--- src/rtl/core/call_stack_time_profiler_defines.svh ---
// Assertion macros for the call stack time profiler.
// Used by call_stack_time_profiler.sv; expects i_clk and i_rst_n in scope.
`ifndef CALL_STACK_TIME_PROFILER_DEFINES_SVH
`define CALL_STACK_TIME_PROFILER_DEFINES_SVH

// antecedent implies consequent in the same cycle
`define CSTP_ASSERT_NOW(lbl, ante, cons, msg) \
    lbl: assert property (@(posedge i_clk) disable iff (!i_rst_n) \
        (ante) |-> (cons)) else $error(msg);

// antecedent implies consequent in the next cycle
`define CSTP_ASSERT_NEXT(lbl, ante, cons, msg) \
    lbl: assert property (@(posedge i_clk) disable iff (!i_rst_n) \
        (ante) |=> (cons)) else $error(msg);

`endif

--- src/rtl/core/cstp_ram.sv ---
// Generic single-port-write, single-port-read synchronous RAM, registered read.
// No package dependency.
module cstp_ram #(
    parameter int WIDTH = 8,
    parameter int DEPTH = 16,
    parameter int AW    = $clog2(DEPTH)
) (
    input  logic             i_clk,
    input  logic             i_we,
    input  logic [AW-1:0]    i_waddr,
    input  logic [WIDTH-1:0] i_wdata,
    input  logic             i_re,
    input  logic [AW-1:0]    i_raddr,
    output logic [WIDTH-1:0] o_rdata
);

    logic [WIDTH-1:0] r_mem [DEPTH];
    logic [WIDTH-1:0] r_rdata;

    always_ff @(posedge i_clk) begin
        if (i_we) begin
            r_mem[i_waddr] <= i_wdata;
        end
        if (i_re) begin
            r_rdata <= r_mem[i_raddr];
        end
    end

    assign o_rdata = r_rdata;

endmodule

--- config.mk ---
export PLATFORM = sky130hd
export DESIGN_NAME = cstp_ram
export DESIGN_NICKNAME = d
export VERILOG_FILES = /design/src/rtl/core/call_stack_time_profiler_defines.svh /design/src/rtl/core/cstp_ram.sv
export SDC_FILE = /design/constraint.sdc
export NUM_CORES = 1
export LEC_CHECK = 0
export BUFFER_PORTS_ARGS = -buffer_cell sky130_fd_sc_hd__buf_2
export CORE_ASPECT_RATIO = 2
export CORE_MARGIN = 3
export CORE_UTILIZATION = 55
export CTS_CLUSTER_DIAMETER = 50
export DETAILED_ROUTE_END_ITERATION = 12
export PLACE_DENSITY = 0.72
export SYNTH_ARGS = -nofsm -noshare
export SYNTH_HDL_FRONTEND = slang
export SYNTH_SLANG_ARGS = --single-unit
export TNS_END_PERCENT = 10
--- constraint.sdc ---
create_clock -name i_clk -period 2.5 [get_ports i_clk]
set_input_delay 0.25 -clock i_clk [delete_from_list [all_inputs] [get_ports i_clk]]
set_output_delay 0.25 -clock i_clk [all_outputs]
set_load 0.02 [all_outputs]
Word-level counts from Yosys, hierarchy flattened
Memories as Yosys holds them, arrays and structs flattened. A register that Yosys moved wholly into a read port is not among the register bits.
Cells that the tools add are included.
{"block": "totals", "mem_count": 1, "output_inout_bits": 8, "reg_bits": 0, "input_bits": 19, "mem_bits_rw": 128}
{"block": "classes", "n_mux": 2}
{"memory": "r_mem", "words": 16, "width": 8, "rd": 1, "rd_clocked_by_memory_dff": 1, "write_ports": 1, "line_no": "cstp_ram.sv:17", "rtl": "logic [WIDTH-1:0] r_mem [DEPTH];"}
{"cell": "2-to-1 mux 1 bit", "count": 2}

Longest topological paths before layout
{"block": "logic_depth", "word_depth": 2, "mapped_depth": 5, "mapped_depth_nobuf": 3}

Least setup slack after synthesis
Ideal clock, no wire load.
{"block": "synth_timing", "path_kind": "input to register", "startpoint": "in i_waddr[2]", "endpoint": "mem r_mem[0][0], enable pin", "setup_slack_ps": 757, "t_arrival_ps": 1360, "cell_stages": 2, "setup_ps": 383, "n_path_buf": 0, "path_cell_list": "or3b_2 > nor3_1"}
{"element": "start, declared", "line_no": "cstp_ram.sv:10", "rtl": "input logic [AW-1:0] i_waddr,"}
{"element": "end, declared", "line_no": "cstp_ram.sv:17"}
No word-level cell before the write port.

Worst setup path in the final report
{"block": "layout_timing", "startpoint": "in i_waddr[2]", "endpoint": "mem r_mem[1][2], enable pin"}
No word-level cell before the write port.

==> impl_metrics.prom <==
# TYPE chip_impl_metric gauge
chip_impl_info{name="run_status",value="finished clean"} 1
chip_impl_metric{name="die-height",unit="um"} 144
chip_impl_metric{name="post-route-period-util",unit="%"} 60.2
chip_impl_metric{name="floorplan.die_area",unit="sq um"} 10800
chip_impl_metric{name="period_minus_slack",unit="ns"} 1.51
chip_impl_info{name="layout_common_cells",value="sky130_fd_sc_hd__edfxtp_1 (136), sky130_fd_sc_hd__buf_2 (26), sky130_fd_sc_hd__mux4_2 (18)"} 1
chip_impl_metric{name="worst_slew_margin_rel",unit="%"} 44.4
chip_impl_metric{name="seqPwrFrac",unit="%"} 50.2
chip_impl_metric{name="via_count",unit=""} 2391
chip_impl_metric{name="placed_instance_count",unit=""} 363
chip_impl_metric{name="synthDominantCellAreaShare",unit="%"} 78.1
chip_impl_metric{name="required_time_at_the_worst_slack_endpoint",unit="ns"} 2.54
chip_impl_info{name="yosys-top-cells-area",value="sky130_fd_sc_hd__edfxtp_1 (78%), sky130_fd_sc_hd__mux4_2 (7.8%), sky130_fd_sc_hd__mux4_1 (7.0%)"} 1
chip_impl_metric{name="via_count_of_the_first_global_routing_pass",unit=""} 2565
chip_impl_metric{name="syn_to_final_growth",unit="%"} 16.6
chip_impl_metric{name="synth_fp_nets",unit=""} 248
chip_impl_metric{name="cts_max_path_buffers",unit=""} 2
chip_impl_metric{name="switching_power",unit="W"} 0.00103
chip_impl_info{name="critical-path-slowest-cell",value="sky130_fd_sc_hd__nor2_1"} 1
chip_impl_metric{name="viasPerCell",unit=""} 6.05
chip_impl_metric{name="cp_num_buf_inv",unit=""} 1
chip_impl_metric{name="antenna-diode-count",unit=""} 0
chip_impl_metric{name="critPathMaxFanout",unit=""} 8
chip_impl_metric{name="worst_clock_skew",unit="ns"} 0.00863
chip_impl_info{name="leading_register_cell_type_out_of_synthesis",value="sky130_fd_sc_hd__edfxtp_1"} 1
chip_impl_metric{name="place_congestion",unit=""} 0.840
chip_impl_info{name="cts-root-buf",value="sky130_fd_sc_hd__clkbuf_16"} 1
chip_impl_metric{name="syn-instance-count",unit=""} 229
chip_impl_metric{name="finish.net_count",unit=""} 299
chip_impl_metric{name="postRouteAntennaNets",unit=""} 0
chip_impl_metric{name="synth_area_per_cell",unit="sq um"} 22.8
chip_impl_metric{name="met1Wirelength",unit="mm"} 3.66
chip_impl_metric{name="timing_worst_slew_pin_value",unit="ns"} 0.831
chip_impl_metric{name="length_of_the_first_detailed_routing_pass_in_iterations",unit=""} 4
chip_impl_metric{name="routed_wl",unit="mm"} 9.93
chip_impl_metric{name="wl_met3",unit="um"} 544
chip_impl_info{name="endpoint_kind",value="register"} 1
chip_impl_info{name="crit_path_cell_trace",value="buf_2, or3b_2, nor2_1"} 1
chip_impl_metric{name="power.switching_fraction",unit="%"} 20.0
chip_impl_metric{name="power.internal",unit="W"} 0.00412
chip_impl_info{name="yosys.area.top_type",value="sky130_fd_sc_hd__edfxtp_1"} 1
chip_impl_metric{name="design.core.area",unit="sq um"} 9140
chip_impl_metric{name="row_count",unit=""} 49
chip_impl_metric{name="post_route_design_area",unit="sq um"} 6090
chip_impl_metric{name="max_freq",unit="GHz"} 0.664
chip_impl_metric{name="p_leak",unit="nW"} 2.06
chip_impl_metric{name="pin_count_of_the_biggest_net_entering_global_routing",unit=""} 33
chip_impl_metric{name="start_util",unit="%"} 57.2
chip_impl_metric{name="vdd_drop_max",unit="mV"} 0.611
chip_impl_metric{name="yosysSeqAreaShare",unit="%"} 78.1
chip_impl_metric{name="synth-warning-count",unit=""} 0
chip_impl_metric{name="cts.hold.buffers_added",unit=""} 0
chip_impl_metric{name="num_io_pins",unit=""} 27
chip_impl_info{name="routed.top_layer",value="met4"} 1
chip_impl_metric{name="place_area",unit="sq um"} 5530
chip_impl_metric{name="post_cts_buffers",unit=""} 0
chip_impl_metric{name="synth-seq-cells",unit=""} 136
chip_impl_metric{name="cp_data_arrival_time",unit="ns"} 1.54
chip_impl_metric{name="timing.final.hold_violations",unit=""} 0
chip_impl_metric{name="clk_latency",unit="ns"} 0.41
chip_impl_metric{name="drt_first_iter_violations",unit=""} 212
chip_impl_metric{name="cts.repair.resized",unit=""} 0
chip_impl_metric{name="p_per_area",unit="nW/um^2"} 844
chip_impl_metric{name="grt-ovfl-total",unit=""} 0
chip_impl_metric{name="setup-violations-final",unit=""} 0
chip_impl_metric{name="grt_util_all_layers",unit="%"} 21.4
chip_impl_metric{name="finalNonFillerCells",unit=""} 395
chip_impl_info{name="worstSetupPathType",value="input pin to register"} 1
chip_impl_metric{name="final.setup.tns",unit="ns"} 0
chip_impl_metric{name="route.detailed.wl_per_inst",unit="um"} 25.1
chip_impl_metric{name="antenna_found_initial",unit=""} 0
chip_impl_metric{name="residual_drc_count",unit=""} 0
chip_impl_metric{name="cts_num_sinks",unit=""} 136
chip_impl_metric{name="clk_pin_slew_worst_paths",unit="ns"} 0.05
chip_impl_metric{name="netlist-cell-type-count",unit=""} 18
chip_impl_info{name="tritoncts",value="built"} 1
chip_impl_metric{name="synth-edff-count",unit=""} 136
chip_impl_metric{name="cts.htree.levels",unit=""} 4
chip_impl_metric{name="fp.dieW",unit="um"} 74.9
chip_impl_metric{name="mapped_area",unit="sq um"} 5230
chip_impl_info{name="rsz0062_at_grt",value="no"} 1
chip_impl_metric{name="pwr-share-clk",unit="%"} 45.1
chip_impl_info{name="timing.critical_path.max_delay_family",value="simple AND/OR/NAND/NOR gates"} 1
chip_impl_metric{name="dp_hpwl",unit="mm"} 6.46
chip_impl_metric{name="grt_pass1_wl",unit="mm"} 15.4
chip_impl_info{name="start_kind",value="input pin"} 1
chip_impl_metric{name="maxCapViolations",unit=""} 0
chip_impl_metric{name="timing.final.max_slew_violations",unit=""} 0
chip_impl_metric{name="io_port_bufs",unit=""} 26
chip_impl_metric{name="wl_met2",unit="mm"} 5.59
chip_impl_metric{name="share_of_flip_flops_with_an_asynchronous_set_or_reset",unit="%"} 0
chip_impl_metric{name="critPathMaxStageDelay",unit="ns"} 0.66
chip_impl_info{name="layout.cells.most_common",value="sky130_fd_sc_hd__edfxtp_1"} 1
chip_impl_info{name="hold_class",value="input pin to register"} 1
chip_impl_metric{name="cts_made_buffers",unit=""} 17
chip_impl_metric{name="combinationalPowerShare",unit="%"} 4.7
chip_impl_metric{name="drive_above_1_share",unit="%"} 30.4
## routing by layer
| metal | track usage (%) | vias up |
|---|---|---|
| met5 | 0 | - |
| met4 | 9.38 | 0 |
| met3 | 5.25 | 9 |
| met2 | 35.1 | 92 |
| met1 | 26.6 | 1207 |
| li1 | - | 1083 |
## worst paths after layout
path	start	slack [ns]	endpoint	cells past startpoint
setup / recovery	i_waddr[2]	0.99	r_mem[1][2]	3
hold / removal	i_re	0.22	o_rdata[6]	1
setup reg to reg	r_mem[2][2]	1.02	o_rdata[2]	3
hold reg to reg	r_mem[4][3]	0.74	o_rdata[3]	3
## state kept, by name (all words and copies together), names as in the netlist
signal	count
o_rdata	8
r_mem	128
## worst reg2reg max path: cells and delay by family (launching register included)
kind / cells / cell delay [ns]
AND/OR/NAND/NOR: 1 / 0.10
multiplexers: 1 / 0.50
AO/OA/AOI/OAI: 1 / 0.27
flip-flops: 1 / 0.35
## per-stage QoR
step / setup slack (ns) / utilization [%] / hold slack [ns] / power, W
global route: 0.944 / 66.7 / 0.217 / 0.00533
finish: 0.995 / 66.7 / 0.221 / 0.00514
floorplan: 0.757 / - / 0.349 / 0.00277
detailed placement: 0.539 / 60.6 / 0.639 / 0.00288
global placement: 0.557 / 60.6 / 0.636 / 0.00287
CTS: 0.974 / 66.7 / 0.206 / 0.00519
## power groups by stage
stage / registers, W / logic (W) / clock network, W
floorplan: 0.00264 / 0.000130 / 0
global placement: 0.00263 / 0.000238 / 0
detailed placement: 0.00263 / 0.000245 / 0
CTS: 0.00258 / 0.000246 / 0.00236
global route: 0.00259 / 0.000263 / 0.00248
finish: 0.00258 / 0.000240 / 0.00232
## area by class of cell
cell class                 instances  area [sq um]
fill                             575          3040
clock buffer                      18           429
clock inverter                    14           134
multi-input combinational         83          1060
timing repair buffer              42           263
tap                              102           128
sequential                       136          4080
## kinds of logic (layout without fill, tap and decap cells)
family,after synthesis,count (layout),synth area share (%)
and+or+nand+nor,35,35,3.14
muxes,32,32,14.8
DFF,136,136,78.1
buffers and inverters,10,74,1.65
AOI/OAI and AO/OA,16,16,2.30
## Yosys cell counts, types with 2 or more instances
library cell	number
sky130_fd_sc_hd__mux4_2	18
sky130_fd_sc_hd__nand2_1	9
sky130_fd_sc_hd__nor3_1	4
sky130_fd_sc_hd__nand2b_1	2
sky130_fd_sc_hd__buf_2	3
sky130_fd_sc_hd__clkdlybuf4s25_2	3
sky130_fd_sc_hd__mux4_1	14
sky130_fd_sc_hd__nand3b_1	2
sky130_fd_sc_hd__nor2_1	13
sky130_fd_sc_hd__buf_6	3
sky130_fd_sc_hd__a22oi_1	16
sky130_fd_sc_hd__edfxtp_1	136
No activity file was read; power rests on OpenSTA's default activity.
